===== src/rtl/saturating_voice_mixer_core_defines.svh =====
// ----------------------------------------------------------------------------
// saturating voice mixer defines
// assertion macros shared by the rtl; empty when SYNTH is set
// ----------------------------------------------------------------------------
`ifndef SATURATING_VOICE_MIXER_CORE_DEFINES_SVH
`define SATURATING_VOICE_MIXER_CORE_DEFINES_SVH

`ifndef SYNTH

// antecedent implies consequent in the same cycle
`define SVM_ASSERT_IMP(label, clk, rst, ante, cons) \
  label: assert property (@(posedge clk) disable iff (rst) (ante) |-> (cons)) \
    else $error("svm assertion failed");

// antecedent implies consequent in the next cycle
`define SVM_ASSERT_NXT(label, clk, rst, ante, cons) \
  label: assert property (@(posedge clk) disable iff (rst) (ante) |=> (cons)) \
    else $error("svm assertion failed");

`else

`define SVM_ASSERT_IMP(label, clk, rst, ante, cons)
`define SVM_ASSERT_NXT(label, clk, rst, ante, cons)

`endif

`endif


===== src/rtl/svm_pkg.sv =====
// ----------------------------------------------------------------------------
// svm_pkg
// shared types, constants and clamp arithmetic of the voice mixer
// ----------------------------------------------------------------------------
`timescale 1ns / 1ps

package svm_pkg;

  localparam int NUM_LANE_PORTS = 8;   // lane sample fields on the input channel
  localparam int LANES          = 8;   // lanes that take part in the mix, 1..8
  localparam int SAMPLE_W       = 8;
  localparam int OFS_W          = 11;  // holds a sum of eight lane offsets
  localparam int SUM_W          = 12;  // offset plus an 8-bit level

  localparam logic [SAMPLE_W-1:0] SILENCE    = 8'd128;
  localparam logic [SAMPLE_W-1:0] SAMPLE_MIN = 8'd0;
  localparam logic [SAMPLE_W-1:0] SAMPLE_MAX = 8'd255;

  // transfer function x -> clamp(x + ofs, lo, hi), lo <= hi
  typedef struct packed {
    logic [SAMPLE_W-1:0]     lo;
    logic [SAMPLE_W-1:0]     hi;
    logic signed [OFS_W-1:0] ofs;
  } lane_fn_t;

  typedef struct packed {
    logic first;
    logic last;
  } grp_ctrl_t;

  function automatic logic [SAMPLE_W-1:0] clamp_add(
    input logic [SAMPLE_W-1:0]     base,
    input logic signed [OFS_W-1:0] ofs,
    input logic [SAMPLE_W-1:0]     lo,
    input logic [SAMPLE_W-1:0]     hi
  );
    logic signed [SUM_W-1:0] sum;
    logic signed [SUM_W-1:0] lo_s;
    logic signed [SUM_W-1:0] hi_s;
    logic [SAMPLE_W-1:0]     res;
    sum  = $signed({{(SUM_W-SAMPLE_W){1'b0}}, base}) +
           $signed({{(SUM_W-OFS_W){ofs[OFS_W-1]}}, ofs});
    lo_s = $signed({{(SUM_W-SAMPLE_W){1'b0}}, lo});
    hi_s = $signed({{(SUM_W-SAMPLE_W){1'b0}}, hi});
    if (sum < lo_s) begin
      res = lo;
    end else if (sum > hi_s) begin
      res = hi;
    end else begin
      res = sum[SAMPLE_W-1:0];
    end
    return res;
  endfunction

  // apply f first, then g
  function automatic lane_fn_t compose(input lane_fn_t f, input lane_fn_t g);
    lane_fn_t r;
    r.ofs = f.ofs + g.ofs;
    r.lo  = clamp_add(f.lo, g.ofs, g.lo, g.hi);
    r.hi  = clamp_add(f.hi, g.ofs, g.lo, g.hi);
    return r;
  endfunction

endpackage


===== src/rtl/svm_if.sv =====
// ----------------------------------------------------------------------------
// svm channel interfaces
// valid/ready channels for lane groups in and mixed samples out
// ----------------------------------------------------------------------------
`timescale 1ns / 1ps

interface svm_in_if;
  logic       valid;
  logic       ready;
  logic [7:0] sample_lane0;
  logic [7:0] sample_lane1;
  logic [7:0] sample_lane2;
  logic [7:0] sample_lane3;
  logic [7:0] sample_lane4;
  logic [7:0] sample_lane5;
  logic [7:0] sample_lane6;
  logic [7:0] sample_lane7;
  logic [7:0] lane_valid;
  logic       first_group;
  logic       last_group;

  modport source (
    output valid, sample_lane0, sample_lane1, sample_lane2, sample_lane3,
           sample_lane4, sample_lane5, sample_lane6, sample_lane7,
           lane_valid, first_group, last_group,
    input  ready
  );
  modport sink (
    input  valid, sample_lane0, sample_lane1, sample_lane2, sample_lane3,
           sample_lane4, sample_lane5, sample_lane6, sample_lane7,
           lane_valid, first_group, last_group,
    output ready
  );
endinterface

interface svm_out_if;
  logic       valid;
  logic       ready;
  logic [7:0] mixed_sample;

  modport source (output valid, mixed_sample, input ready);
  modport sink (input valid, mixed_sample, output ready);
endinterface


===== src/rtl/svm_lane.sv =====
// ----------------------------------------------------------------------------
// svm_lane
// one mixer lane: turns a voice sample into a registered clamp-add function
// ----------------------------------------------------------------------------
`timescale 1ns / 1ps

module svm_lane (
  input  logic                            clk,
  input  logic                            load,
  input  logic                            lane_on,
  input  logic                            sample_valid,
  input  logic [svm_pkg::SAMPLE_W-1:0]    sample,
  output svm_pkg::lane_fn_t               fn
);
  import svm_pkg::*;

  lane_fn_t fn_next;

  always_comb begin
    fn_next.lo = SAMPLE_MIN;
    fn_next.hi = SAMPLE_MAX;
    if (lane_on && sample_valid) begin
      // sample - 128 as a signed offset
      fn_next.ofs = {{(OFS_W-SAMPLE_W){~sample[SAMPLE_W-1]}}, ~sample[SAMPLE_W-1],
                     sample[SAMPLE_W-2:0]};
    end else begin
      fn_next.ofs = '0;   // identity
    end
  end

  always_ff @(posedge clk) begin
    if (load) begin
      fn <= fn_next;
    end
  end

endmodule


===== src/rtl/svm_merge.sv =====
// ----------------------------------------------------------------------------
// svm_merge
// composes the lane functions in lane order through a tree, registered result
// ----------------------------------------------------------------------------
`timescale 1ns / 1ps

module svm_merge (
  input  logic              clk,
  input  logic              load,
  input  svm_pkg::lane_fn_t fns [svm_pkg::NUM_LANE_PORTS],
  output svm_pkg::lane_fn_t merged
);
  import svm_pkg::*;

  localparam int L1 = NUM_LANE_PORTS / 2;
  localparam int L2 = NUM_LANE_PORTS / 4;

  lane_fn_t lvl1 [L1];
  lane_fn_t lvl2 [L2];
  lane_fn_t merged_next;

  // lower lane is applied first at every node
  always_comb begin
    for (int i = 0; i < L1; i++) begin
      lvl1[i] = compose(fns[2*i], fns[2*i+1]);
    end
    for (int i = 0; i < L2; i++) begin
      lvl2[i] = compose(lvl1[2*i], lvl1[2*i+1]);
    end
    merged_next = compose(lvl2[0], lvl2[1]);
  end

  always_ff @(posedge clk) begin
    if (load) begin
      merged <= merged_next;
    end
  end

endmodule


===== src/rtl/saturating_voice_mixer_core.sv =====
// ----------------------------------------------------------------------------
// saturating_voice_mixer_core
// mixes offset-binary voice lanes with per-lane saturation into one sample
// ----------------------------------------------------------------------------
// Takes one lane group per clock unless stalled and registers a mixed byte
// once a group marked last has passed the lane and merge registers. Each lane
// turns its sample into a clamp-add function, a three-level tree composes
// them in lane order so the saturation order is kept, and a single clamp-add
// applies the result to the 8-bit accumulator. The accumulator update is the
// only loop, so groups follow back to back; input stalls only when the output
// register holds an untaken byte, stage 2 a last group and stage 1 is full.
`timescale 1ns / 1ps
`include "saturating_voice_mixer_core_defines.svh"

module saturating_voice_mixer_core (
  input  logic      clk,
  input  logic      rst,
  svm_in_if.sink    voice_in,
  svm_out_if.source mix_out
);
  import svm_pkg::*;

  // lane samples gathered into an array for the lane instances
  logic [SAMPLE_W-1:0] lane_sample [NUM_LANE_PORTS];
  lane_fn_t            lane_fn     [NUM_LANE_PORTS];
  lane_fn_t            merged;

  // pipeline control
  logic      s1_valid;
  grp_ctrl_t s1_ctrl;
  logic      s2_valid;
  grp_ctrl_t s2_ctrl;
  logic      in_take;
  logic      s1_move;
  logic      s2_adv;

  // mix state and output register
  logic [SAMPLE_W-1:0] acc;
  logic [SAMPLE_W-1:0] acc_next;
  logic [SAMPLE_W-1:0] acc_base;
  logic                out_valid;
  logic [SAMPLE_W-1:0] out_data;

  assign lane_sample[0] = voice_in.sample_lane0;
  assign lane_sample[1] = voice_in.sample_lane1;
  assign lane_sample[2] = voice_in.sample_lane2;
  assign lane_sample[3] = voice_in.sample_lane3;
  assign lane_sample[4] = voice_in.sample_lane4;
  assign lane_sample[5] = voice_in.sample_lane5;
  assign lane_sample[6] = voice_in.sample_lane6;
  assign lane_sample[7] = voice_in.sample_lane7;

  // a last group may only leave stage 2 when the output register is free
  assign s2_adv   = s2_valid && (!s2_ctrl.last || !out_valid || mix_out.ready);
  assign s1_move  = s1_valid && (!s2_valid || s2_adv);
  assign voice_in.ready = !s1_valid || s1_move;
  assign in_take  = voice_in.valid && voice_in.ready;

  // stage 1: per-lane functions
  for (genvar i = 0; i < NUM_LANE_PORTS; i++) begin : g_lane
    svm_lane u_lane (
      .clk          (clk),
      .load         (in_take),
      .lane_on      (i < LANES),
      .sample_valid (voice_in.lane_valid[i]),
      .sample       (lane_sample[i]),
      .fn           (lane_fn[i])
    );
  end

  // stage 2: composed group function
  svm_merge u_merge (
    .clk    (clk),
    .load   (s1_move),
    .fns    (lane_fn),
    .merged (merged)
  );

  always_ff @(posedge clk) begin
    if (rst) begin
      s1_valid <= 1'b0;
      s2_valid <= 1'b0;
    end else begin
      if (in_take) begin
        s1_valid <= 1'b1;
      end else if (s1_move) begin
        s1_valid <= 1'b0;
      end
      if (s1_move) begin
        s2_valid <= 1'b1;
      end else if (s2_adv) begin
        s2_valid <= 1'b0;
      end
    end
  end

  always_ff @(posedge clk) begin
    if (in_take) begin
      s1_ctrl.first <= voice_in.first_group;
      s1_ctrl.last  <= voice_in.last_group;
    end
    if (s1_move) begin
      s2_ctrl <= s1_ctrl;
    end
  end

  // stage 3: apply group function to the accumulator, restart at silence
  assign acc_base = s2_ctrl.first ? SILENCE : acc;
  assign acc_next = clamp_add(acc_base, merged.ofs, merged.lo, merged.hi);

  always_ff @(posedge clk) begin
    if (rst) begin
      acc <= SILENCE;
    end else if (s2_adv) begin
      acc <= acc_next;
    end
  end

  always_ff @(posedge clk) begin
    if (rst) begin
      out_valid <= 1'b0;
    end else if (s2_adv && s2_ctrl.last) begin
      out_valid <= 1'b1;
    end else if (mix_out.ready) begin
      out_valid <= 1'b0;
    end
  end

  always_ff @(posedge clk) begin
    if (s2_adv && s2_ctrl.last) begin
      out_data <= acc_next;
    end
  end

  assign mix_out.valid        = out_valid;
  assign mix_out.mixed_sample = out_data;

  // a held result is never overwritten by a last group
  `SVM_ASSERT_IMP(a_no_overwrite, clk, rst, s2_adv && s2_ctrl.last, !out_valid || mix_out.ready)
  // results come only from last groups leaving stage 2
  `SVM_ASSERT_NXT(a_out_from_last, clk, rst, !(s2_adv && s2_ctrl.last) && !(out_valid && !mix_out.ready), !mix_out.valid)
  // accumulator moves only with a group
  `SVM_ASSERT_NXT(a_acc_hold, clk, rst, !s2_adv, $stable(acc))
  // an empty front stage always takes input
  `SVM_ASSERT_IMP(a_ready_empty, clk, rst, !s1_valid, voice_in.ready)

endmodule


===== src/flat_wrapper.sv =====
// flat-port wrapper written by rule: the top's interface ports become plain ports
module saturating_voice_mixer_core_flat import svm_pkg::*;
  (clk, rst, voice_in_valid, voice_in_sample_lane0, voice_in_sample_lane1, voice_in_sample_lane2, voice_in_sample_lane3, voice_in_sample_lane4, voice_in_sample_lane5, voice_in_sample_lane6, voice_in_sample_lane7, voice_in_lane_valid, voice_in_first_group, voice_in_last_group, voice_in_ready, mix_out_valid, mix_out_mixed_sample, mix_out_ready);
  svm_in_if voice_in_i ();
  svm_out_if mix_out_i ();
  input  logic clk;
  input  logic rst;
  input wire logic [$bits(voice_in_i.valid)-1:0] voice_in_valid;
  input wire logic [$bits(voice_in_i.sample_lane0)-1:0] voice_in_sample_lane0;
  input wire logic [$bits(voice_in_i.sample_lane1)-1:0] voice_in_sample_lane1;
  input wire logic [$bits(voice_in_i.sample_lane2)-1:0] voice_in_sample_lane2;
  input wire logic [$bits(voice_in_i.sample_lane3)-1:0] voice_in_sample_lane3;
  input wire logic [$bits(voice_in_i.sample_lane4)-1:0] voice_in_sample_lane4;
  input wire logic [$bits(voice_in_i.sample_lane5)-1:0] voice_in_sample_lane5;
  input wire logic [$bits(voice_in_i.sample_lane6)-1:0] voice_in_sample_lane6;
  input wire logic [$bits(voice_in_i.sample_lane7)-1:0] voice_in_sample_lane7;
  input wire logic [$bits(voice_in_i.lane_valid)-1:0] voice_in_lane_valid;
  input wire logic [$bits(voice_in_i.first_group)-1:0] voice_in_first_group;
  input wire logic [$bits(voice_in_i.last_group)-1:0] voice_in_last_group;
  output wire logic [$bits(voice_in_i.ready)-1:0] voice_in_ready;
  output wire logic [$bits(mix_out_i.valid)-1:0] mix_out_valid;
  output wire logic [$bits(mix_out_i.mixed_sample)-1:0] mix_out_mixed_sample;
  input wire logic [$bits(mix_out_i.ready)-1:0] mix_out_ready;
  assign voice_in_i.valid = voice_in_valid;
  assign voice_in_i.sample_lane0 = voice_in_sample_lane0;
  assign voice_in_i.sample_lane1 = voice_in_sample_lane1;
  assign voice_in_i.sample_lane2 = voice_in_sample_lane2;
  assign voice_in_i.sample_lane3 = voice_in_sample_lane3;
  assign voice_in_i.sample_lane4 = voice_in_sample_lane4;
  assign voice_in_i.sample_lane5 = voice_in_sample_lane5;
  assign voice_in_i.sample_lane6 = voice_in_sample_lane6;
  assign voice_in_i.sample_lane7 = voice_in_sample_lane7;
  assign voice_in_i.lane_valid = voice_in_lane_valid;
  assign voice_in_i.first_group = voice_in_first_group;
  assign voice_in_i.last_group = voice_in_last_group;
  assign voice_in_ready = voice_in_i.ready;
  assign mix_out_valid = mix_out_i.valid;
  assign mix_out_mixed_sample = mix_out_i.mixed_sample;
  assign mix_out_i.ready = mix_out_ready;
  saturating_voice_mixer_core u_core (.clk(clk), .rst(rst), .voice_in(voice_in_i), .mix_out(mix_out_i));
endmodule

===== config.mk =====
export PLATFORM = sky130hd
export DESIGN_NAME = saturating_voice_mixer_core_flat
export DESIGN_NICKNAME = d
export VERILOG_FILES = /design/src/rtl/svm_pkg.sv /design/src/rtl/svm_if.sv /design/src/rtl/svm_lane.sv /design/src/rtl/svm_merge.sv /design/src/rtl/saturating_voice_mixer_core.sv /design/src/flat_wrapper.sv
export VERILOG_INCLUDE_DIRS = /design/src /design/src/rtl
export SDC_FILE = /design/constraint.sdc
export NUM_CORES = 1
export LEC_CHECK = 0
export BUFFER_PORTS_ARGS = -buffer_cell sky130_fd_sc_hd__clkbuf_2
export CORE_ASPECT_RATIO = 0.5
export CORE_MARGIN = 2
export CORE_UTILIZATION = 55
export CTS_CLUSTER_SIZE = 10
export DETAILED_ROUTE_END_ITERATION = 6
export PLACE_DENSITY = 0.76
export SLEW_MARGIN = 30
export SYNTH_ARGS = -nofsm -noshare
export SYNTH_HDL_FRONTEND = slang
export SYNTH_SLANG_ARGS = --single-unit

===== constraint.sdc =====
create_clock -name clk -period 7.3 [get_ports clk]
set_input_delay 0.73 -clock clk [delete_from_list [all_inputs] [get_ports clk]]
set_output_delay 0.73 -clock clk [all_outputs]
set_load 0.02 [all_outputs]

; Yosys cells after proc, flatten, opt, wreduce, memory -nomap -nowiden
; Cells that the tools add are included.
[classes]
mux = 37
reduce_logical = 15
addsub = 18
n_lt_le_gt_ge = 30
n_bitwise = 8
[op_table]
columns = op, count
row1 = 8-bit two-way mux, 31
row2 = 9-bit by 9-bit adder with 10-bit output, 6
row3 = "9-bit by 8-bit adder with 10-bit output, first input constant", 4
row4 = 10-bit by 9-bit greater-than comparator with 1-bit output, 4
row5 = "10-bit by 9-bit greater-than comparator with 1-bit output, second input constant", 4
row6 = "10-bit by 1-bit < comparator with 1-bit output, second input constant", 4
row7 = 10-bit by 9-bit < comparator with 1-bit output, 4
row8 = 8-bit by 8-bit adder with 9-bit output, 4
row9 = "8-bit by 9-bit greater-than comparator with 1-bit output, second input constant", 4
row10 = "8-bit by 1-bit < comparator with 1-bit output, second input constant", 4
row11 = 9-bit by 10-bit adder with 11-bit output, 2
row12 = 11-bit by 9-bit greater-than comparator with 1-bit output, 2
row13 = 11-bit by 9-bit < comparator with 1-bit output, 2
row14 = 9-bit by 11-bit adder with 12-bit output, 1
row15 = 12-bit by 9-bit greater-than comparator with 1-bit output, 1
row16 = 12-bit by 9-bit < comparator with 1-bit output, 1
row17 = 10-bit by 10-bit adder with 11-bit output, 1
row18 = 1-bit NOT, 8
row19 = 1-bit two-way mux, 6
row20 = 2-bit nonzero test, 3
row21 = 1-bit logical AND, 4
row22 = 1-bit zero test, 4
row23 = 1-bit logical OR, 4
[totals]
output_inout_bits = 10
elab_cells = 128
inputBits = 78
register_bits = 114

; Depth between registers and ports, before layout
; Gate-level depths: netlist of run 1.
[depth]
ltp_word = 12
ltp_mapped = 41
mapped_depth_nobuf = 40

; Hierarchy
; Synthesis of run 1 repeated with hierarchy kept, for this count alone.
[hier_totals]
hier_cells = 2538
hier_area_um2 = 21690.8
[modules_own_cells]
columns = mod, area_each_um2, seq_area_each_um2, n_inst, cells_per_inst
row1 = svm_merge, 16283.1, 810.8, 1, 2033
row2 = svm_lane, 442.9, 240.2, 8, 37
row3 = saturating_voice_mixer_core, 1864.3, 580.6, 1, 209

; Least setup slack after synthesis of run 1
; Ideal clock, no wire load.
[synth_path]
path_kind = reg2reg
from = register u_core.g_lane[1].u_lane.fn[0] in the netlist's numbering
to = register u_core.u_merge.merged[12] (netlist name)
stages_incl_launch_ff = 40
period_less_slack_ps = 7957
path_buffers = 1
setup_slack_ps = -657
arrival_ps = 7685
required_time_ps = 7028
setup_time_ps = 272
path_cell_list = edfxtp_1 -> inv_1 -> ha_1 -> nand2b_1 -> or4_1 -> o21ai_0 -> nand2_1 -> ha_1 -> a21o_1 -> a21oi_1 -> o21ai_0 -> a21oi_1 -> nand2b_1 -> a21boi_0 -> nor2_1 -> xnor2_1 -> ha_1 -> nand4_1 -> [4 not listed] -> mux2i_1 -> ha_1 -> a21o_1 -> a21oi_1 -> nor2b_1 -> or3_1 -> a21o_1 -> a21oi_1 -> xnor2_1 -> ha_1 -> nand4_1 -> o22ai_1 -> or2_2 -> a21oi_1 -> a31o_2 -> buf_1 -> mux2i_1 -> mux2i_1
[synth_rtl]
columns = element, line
row1 = "start, declared", svm_lane.sv:13  ; output svm_pkg::lane_fn_t fn
row2 = "start signal, assigned", svm_lane.sv:33  ; fn <= fn_next;

==> flow_summary.ini, run 1 <==
[run_status]
status = finished with violations
violations = negative setup slack

[logic_synthesis]
synth_top_cell_by_area = edfxtp_1
ys_seq_elements = 114
synth-main-ff-cell = edfxtp_1
synth_edf_count = 103
ys_seq_area_share_pct = 25.9
ys_warn_count = 0
synthTopCellsByArea = edfxtp_1 24%, ha_1 20%, mux2i_1 6.3%
syn_area_mm2 = 0.0128
yosys.area.top_type_share_pct = 24.2
async_flop_share_pct = 0
netlist_instances = 1359
avgSynthCellArea_um2 = 9.40
ys_types = 76

[grt]
grt_antenna_before_repair = 0
grt_pass1_vias = 11200
grt_pass1_wl_um = 57300
track_usage_pct = 30.0
overflow = 0
grt_max_degree = 67

[worst_setup_path]
reg2reg_depth = 38
cp.depth = 38
timing.reg2reg.setup_slack_ns = -0.37
cp.required_ns = 7.47
cp.buffers_inverters = 3
crit_path_end_kind = register
r2r_start = u_core.g_lane[1].u_lane.fn[1]
worst_path_max_delay_cell = or4_4
max_stage_delay_ns = 0.44
arrival_ns = 7.85
crit_family = compound AO/OA/AOI/OAI gates
path_max_fanout = 8
path_class = reg2reg
startpoint_type = register
r2r_end = u_core.u_merge.merged[12]
cpMostUsedCell = a21oi_2

[cells_and_area]
area_growth_pct = 26.0
layout_common_cells = 187 x ha_1, 173 x buf_4, 134 x inv_1
final_common_cell = ha_1
fill_cells = 1705
num_antenna_cells = 0
fin_nets = 1949
finalNonFillerCells = 1950
drive_above_1_share_pct = 25.6
final_core_util_pct = 70.6

[drt]
dr.pass1.iters = 5
wirelength_um = 36600
wire_per_inst_um = 18.8
ant_nets = 0
vias_per_cell = 5.84
drc = 0
drtIter0Drc = 1011
num_vias = 11400

[sta]
drv_slew = 0
fin_crit_sh_pct = 105
max_freq_mhz = 130
fin_crit_ns = 7.67
rsz0062_at_grt = true
hold_viol_final = 0
max_slew_margin_pct = 38.8
setup_violations = 16
timing.final.ws_setup_ns = -0.374
tightestPinTransition_ns = 0.918
skew_ns = 0.00928

[job]
maxCapViolations = 0

[hold_path]
hp-class = reg2reg
whs_path_depth = 0
hold_end = u_core.s2_ctrl[1]
min_from = u_core.s1_ctrl[1]

[cts]
insertion_delay_ns = 0.44
numCtsBuffers = 17
cts_buffer_depth = 2
htreeDepth = 4
cts-root-buf = clkbuf_16
path_clk_slew_ns = 0.06
cts_hold_buf = 0
cts.sinks = 114
cts_tree = yes

[placement]
place_congestion = 0.968
portBuffers = 87
dp_hpwl_um = 28500
dp_cells = 1876

[floorplanning]
die_x_um = 219
start_util_pct = 56.0
core_mm2 = 0.0228
num_io_pins = 88
die_h_um = 112
dieArea_mm2 = 0.0245
rows = 39
==> logic make-up after synthesis <==
group / after synthesis / synth area share [%]
fa+ha+maj: 242 / 26.0
xor+xnor: 79 / 5.48
flops: 114 / 25.9
other cells: 2 / 0.0588
simple gates: 369 / 15.1
mux: 83 / 6.54
compound gates: 310 / 16.1
buf+inv: 160 / 4.78
==> per-layer routing <==
metal	wire (um)	track usage (%)	part of all wire, %
met4	763	7.30	2.1
met2	16800	48.1	46
met3	2540	5.85	6.9
met5	0	0	0
met1	16500	41.8	45
==> through the flow <==
stage	hold slack [ns]	instance area, um^2	setup WS (ns)	setup TNS [ns]
floorplan	0.400	12900	0.00620	0
global placement	0.408	14700	-0.419	-3.88
detailed placement	0.411	14700	-0.616	-8.21
CTS	0.436	15700	-0.123	-0.778
global route	0.444	16100	-0.682	-9.00
finish	0.433	16100	-0.374	-3.74
==> how the worst max path moves through the flow <==
stage | from | end | slack, ns
detailed placement | u_core.g_lane[3].u_lane.fn[0] | u_core.u_merge.merged[12] | -0.62
global route | u_core.g_lane[1].u_lane.fn[0] | u_core.u_merge.merged[12] | -0.68
floorplan | u_core.g_lane[1].u_lane.fn[0] | u_core.u_merge.merged[12] | 0.006
finish | u_core.g_lane[1].u_lane.fn[1] | u_core.u_merge.merged[12] | -0.37
CTS | u_core.g_lane[2].u_lane.fn[0] | u_core.u_merge.merged[19] | -0.12
global placement | u_core.g_lane[3].u_lane.fn[0] | u_core.u_merge.merged[11] | -0.42
==> layout make-up <==
type                       instances  area (um^2)  area share (%)
inverter                         141          529            3.29
sequential                       114         3310            20.6
multi-input combinational       1089         9420            58.5
tap                              307          384            2.39
clock inverter                    11         81.3           0.505
timing repair buffer             267         1850            11.5
clock buffer                      21          514            3.20
==> repair_timing <==
action | CTS | global route
gates cloned | 0 | 0
buffers inserted | 29 | 15
setup endpoints to repair | 16 | 16
hold endpoints to repair | 0 | 0
pin swaps | 44 | 31
gates resized for setup | 53 | 51
==> cells in the mapped netlist, types with 15 or more instances <==
cell	number
nor2b_1	43
a21oi_1	86
nor3_1	16
o21bai_1	15
and2_1	64
inv_1	139
ha_1	202
fa_1	39
nand2_1	83
clkbuf_1	15
nor2_1	62
xnor2_1	58
nand4_1	18
o21ai_0	59
mux2i_1	80
nand3_1	20
a21o_1	36
nand2b_1	24
o21a_1	23
edfxtp_1	103
xor2_1	20
==> state kept, by name, indices dropped and copies added (netlist names) <==
register / flops
u_core.mix_out.mixed_sample: 8
u_core.s2_valid: 1
u_core.acc: 8
u_core.s1_valid: 1
u_core.u_merge.merged: 27
u_core.mix_out.valid: 1
u_core.s1_ctrl: 2
u_core.s2_ctrl: 2
u_core.g_lane.u_lane.fn: 64
Power of run 1 is left out: the tool's default activity adds up to more than one toggle a clock period on the data nets, which glitch-free logic cannot reach.
==> inputs of run 2 (changes only) <==
SETUP_SLACK_MARGIN = 0.5   (was not set)
==> run 2 against run 1 <==
The run still ends with negative setup slack left. Core utilization is 0.88 points lower. Die area stayed put. Worst hold slack worse by 0.015 ns. Via count is 1.7% lower. Setup slack better by 0.20 ns.
==> flow_summary.ini, run 2 (synthesis gave the netlist of run 1 again) <==
[worst_setup_path]
cp.buffers_inverters = 1
cp.required_ns = 7.48
crit_family = compound AO/OA/AOI/OAI gates
path_class = reg2reg
startpoint_type = register
crit_path_end_kind = register
max_stage_delay_ns = 0.43
worst_path_max_delay_cell = edfxtp_1
arrival_ns = 7.65
path_max_fanout = 8

[floorplanning]
core_mm2 = 0.0228
dieArea_mm2 = 0.0245
rows = 39
num_io_pins = 88
die_h_um = 112
die_x_um = 219
start_util_pct = 56.0

[sta]
fin_crit_ns = 7.47
max_freq_mhz = 134
rsz0062_at_grt = true
tightestPinTransition_ns = 0.919
fin_crit_sh_pct = 102
drv_slew = 0
hold_viol_final = 0
skew_ns = 0.0145
timing.final.ws_setup_ns = -0.171
setup_violations = 16
max_slew_margin_pct = 38.8
fin_setup_tns_ns = -2.06

[drt]
vias_per_cell = 5.79
drc = 0
top_signal_layer_used = met4
dr.pass1.iters = 5
num_vias = 11200
dr_wl_met2_um = 16500
wl_met1_um = 16700
drtIter0Drc = 809
ant_nets = 0
wl_met3_um = 2370
wire_per_inst_um = 18.8
wirelength_um = 36300

[placement]
place_congestion = 0.962
dp_hpwl_um = 29000
dp_slack_ns = -0.362
portBuffers = 87
post_dp_cell_area_mm2 = 0.0147

[cts]
path_clk_slew_ns = 0.06
insertion_delay_ns = 0.45
cts-root-buf = clkbuf_16
cts_hold_buf = 0
cts.sinks = 114
htreeDepth = 4
cts_buffer_depth = 2
numCtsBuffers = 17
cts_tree = yes

[cells_and_area]
fill_cells = 1692
largest_registers = u_core.g_lane.u_lane.fn (64), u_core.u_merge.merged (27)
drive_above_1_share_pct = 24.0
largest_register_ffs = 64
area_growth_pct = 24.4
largest-register = u_core.g_lane.u_lane.fn
design_area_mm2 = 0.0159
final_common_cell = ha_1
final_core_util_pct = 69.7
layout_common_cells = 192 x ha_1, 160 x buf_4, 135 x inv_1
num_antenna_cells = 0
fin_nets = 1936

[hold_path]
hp-class = reg2reg

[job]
maxCapViolations = 0

[grt]
grt_pass1_vias = 11400
grt_max_degree = 67
grt_antenna_before_repair = 0
grt_pass1_wl_um = 57200
overflow = 0
track_usage_pct = 30.1

[run_status]
violations = negative setup slack
status = finished with violations
run 2: changes by cell type in the layout (fill, tap and decap cells not counted), moves of 3 or more:
cell	delta
xnor2_1	+3
nand2_2	-3
ha_1	+5
xnor2_2	-3
mux2i_1	+5
ha_4	-5
nand2_1	+3
buf_4	-13
mux2i_2	-5
run 2: worst paths after layout:
| kind | start | end | slack, ns | depth (start not counted) |
|---|---|---|---|---|
| max | u_core.g_lane[3].u_lane.fn[0] | u_core.u_merge.merged[18] | -0.17 | 35 |
| min | u_core.s1_ctrl[0] | u_core.s2_ctrl[0] | 0.42 | 0 |
| max reg2reg | u_core.g_lane[3].u_lane.fn[0] | u_core.u_merge.merged[18] | -0.17 | 35 |
| min reg2reg | u_core.s1_ctrl[0] | u_core.s2_ctrl[0] | 0.42 | 0 |
run 2: what timing repair did:
action	4_1_cts	5_1_grt
buffers inserted	29	8
resized for setup	36	33
pin swaps	60	45
setup endpoints to repair	16	16
run 2: per-layer routing:
metal / GRT usage [%] / up-vias
li1: - / 5387
met1: 41.4 / 5388
met2: 48.4 / 371
met3: 5.46 / 60
met4: 9.28 / 0
met5: 0 / -
run 2: area by class of cell:
| class | instances | area, um^2 | share of cell area [%] |
|---|---|---|---|
| Multi-Input combinational cell | 1089 | 9310 | 58.6 |
| Sequential cell | 114 | 3310 | 20.9 |
| Timing Repair Buffer | 254 | 1750 | 11.0 |
| Clock buffer | 24 | 547 | 3.44 |
| Inverter | 141 | 529 | 3.33 |
| Tap cell | 307 | 384 | 2.42 |
| Clock inverter | 8 | 56.3 | 0.354 |
run 2: through the flow:
| stage | std cells | hold WS (ns) |
|---|---|---|
| final | 1937 | 0.418 |
| after global routing | 1937 | 0.441 |
| after CTS | 1929 | 0.419 |
| after detailed placement | 1868 | 0.406 |
| after global placement | 1868 | 0.402 |
| after floorplan | 1363 | 0.400 |
run 2: worst register-to-register path, delay by kind of cell (launching register included):
| family | cells | cell delay, ns |
|---|---|---|
| compound gates | 13 | 2.36 |
| fa+ha+maj | 6 | 1.84 |
| simple gates | 8 | 1.34 |
| mux | 4 | 0.65 |
| flops | 1 | 0.43 |
| xor+xnor | 3 | 0.40 |
| buf+inv | 1 | 0.18 |
Power of run 2 is left out for the same reason.
==> inputs of run 3 (changes only) <==
BUFFER_PORTS_ARGS = -buffer_cell sky130_fd_sc_hd__buf_2   (was -buffer_cell sky130_fd_sc_hd__clkbuf_2)
==> run 3 against run 2 <==
Clock skew decreased by 0.0069 ns. Cell area increased by 0.91%. Highest routed layer unchanged. Maximum frequency increased by 0.48%. Register-to-register slack improved by 0.04 ns. The run still ends with negative setup slack left. Setup slack improved by 0.035 ns. Global-route usage decreased by 0.22 points.
==> flow_summary.ini, run 3 (synthesis gave the netlist of run 1 again) <==
[cts]
path_clk_slew_ns = 0.06
cts_tree = yes
cts_hold_buf = 0
numCtsBuffers = 17
htreeDepth = 4
cts_buffer_depth = 2
cts.sinks = 114
insertion_delay_ns = 0.44
cts-root-buf = clkbuf_16

[cells_and_area]
final_core_util_pct = 70.4
area_growth_pct = 25.6
largest_registers = u_core.g_lane.u_lane.fn (64), u_core.u_merge.merged (27)
finalNonFillerCells = 1947
layout_common_cells = 191 x ha_1, 168 x buf_4, 134 x inv_1
drive_above_1_share_pct = 24.7
fin_nets = 1946
final_common_cell = ha_1
design_area_mm2 = 0.0160
largest-register = u_core.g_lane.u_lane.fn
num_antenna_cells = 0
largest_register_ffs = 64

[worst_setup_path]
path_class = reg2reg
r2r_end = u_core.u_merge.merged[12]
crit_path_end_kind = register
r2r_start = u_core.g_lane[1].u_lane.fn[0]
startpoint_type = register
max_stage_delay_ns = 0.44
cp.required_ns = 7.48
path_max_fanout = 4
cpMostUsedCell = a21oi_2
timing.reg2reg.setup_slack_ns = -0.14
worst_path_max_delay_cell = or4_4
arrival_ns = 7.62
reg2reg_depth = 39

[floorplanning]
die_h_um = 112
num_io_pins = 88
core_mm2 = 0.0228
die_x_um = 219
rows = 39
start_util_pct = 56.0
dieArea_mm2 = 0.0245

[drt]
drtIter0Drc = 929
wl_met1_um = 16700
drc = 0
num_vias = 11200
dr_wl_met2_um = 16500
wl_met3_um = 2340
vias_per_cell = 5.74
wirelength_um = 36200
top_signal_layer_used = met4
wire_per_inst_um = 18.6
ant_nets = 0
dr.pass1.iters = 5

[grt]
grt_max_degree = 67
track_usage_pct = 29.9
overflow = 0
grt_pass1_wl_um = 56500
grt_antenna_before_repair = 0
grt_pass1_vias = 11100

[run_status]
violations = negative setup slack
status = finished with violations

[placement]
place_congestion = 0.946
dp_hpwl_um = 28900
portBuffers = 87
post_dp_cell_area_mm2 = 0.0148
dp_cells = 1880

[job]
maxCapViolations = 0

[sta]
skew_ns = 0.00760
setup_violations = 9
fin_crit_sh_pct = 102
tightestPinTransition_ns = 0.921
drv_slew = 0
max_slew_margin_pct = 38.6
timing.hold.ws_ns = 0.426
hold_viol_final = 0
max_freq_mhz = 134
timing.final.ws_setup_ns = -0.135
rsz0062_at_grt = true
fin_crit_ns = 7.44

[hold_path]
hold_end = u_core.s2_ctrl[0]
whs_path_depth = 0
min_from = u_core.s1_ctrl[0]
hp-class = reg2reg
-- run 3: cell count changes in the layout (fill, tap and decap cells not counted), moves of 3 or more --
cell,delta
buf_2,+87
inv_4,-3
buf_4,+8
clkbuf_2,-87
o21ai_1,+4
-- run 3: stage by stage --
| stage | TNS (ns) | worst slack, ns |
|---|---|---|
| global placement | -1.46 | -0.193 |
| floorplan | 0 | 0.0492 |
| finish | -0.840 | -0.135 |
| CTS | -0.309 | -0.0488 |
| global route | -6.39 | -0.469 |
| detailed placement | -4.67 | -0.387 |
-- run 3: repair_timing --
| action | 4_1_cts | 5_1_grt |
|---|---|---|
| resized for setup | 42 | 32 |
| endpoints found under the setup margin | 16 | 16 |
| pin swaps | 48 | 35 |
| buffers inserted | 24 | 11 |
-- run 3: worst max-delay path, delay by kind of cell (launching register included) --
kind | cells | cell delay [ns]
AOI/OAI and AO/OA | 16 | 2.62
and+or+nand+nor | 10 | 1.69
adders and majority gates | 5 | 1.26
muxes | 4 | 0.65
DFF | 1 | 0.40
xor gates and xnor gates | 2 | 0.30
buffers and inverters | 2 | 0.22
-- run 3: layout make-up --
cell class	instances	area, um^2
clock inverter	6	46.3
clock buffer	26	607
tap	307	384
fill	1701	6750
multi-input combinational	1089	9320
inverter	141	529
timing repair buffer	264	1830
sequential	114	3310
-- run 3: per-layer routing --
metal / GRT usage [%] / vias to the layer above
met5: 0 / -
met3: 5.55 / 52
met2: 48.1 / 336
met1: 41.4 / 5390
met4: 7.93 / 0
li1: - / 5403
-- run 3: worst max path at each step --
stage | from | endpoint | slack (ns) | cells after the start
floorplan | u_core.g_lane[1].u_lane.fn[0] | u_core.u_merge.merged[12] | 0.05 | 39
global route | u_core.g_lane[1].u_lane.fn[1] | u_core.u_merge.merged[17] | -0.47 | 39
finish | u_core.g_lane[1].u_lane.fn[0] | u_core.u_merge.merged[12] | -0.14 | 39
global placement | u_core.g_lane[1].u_lane.fn[0] | u_core.u_merge.merged[18] | -0.19 | 38
detailed placement | u_core.g_lane[1].u_lane.fn[1] | u_core.u_merge.merged[16] | -0.39 | 38
CTS | u_core.g_lane[2].u_lane.fn[0] | u_core.u_merge.merged[22] | -0.05 | 38
Power of run 3 is left out for the same reason.
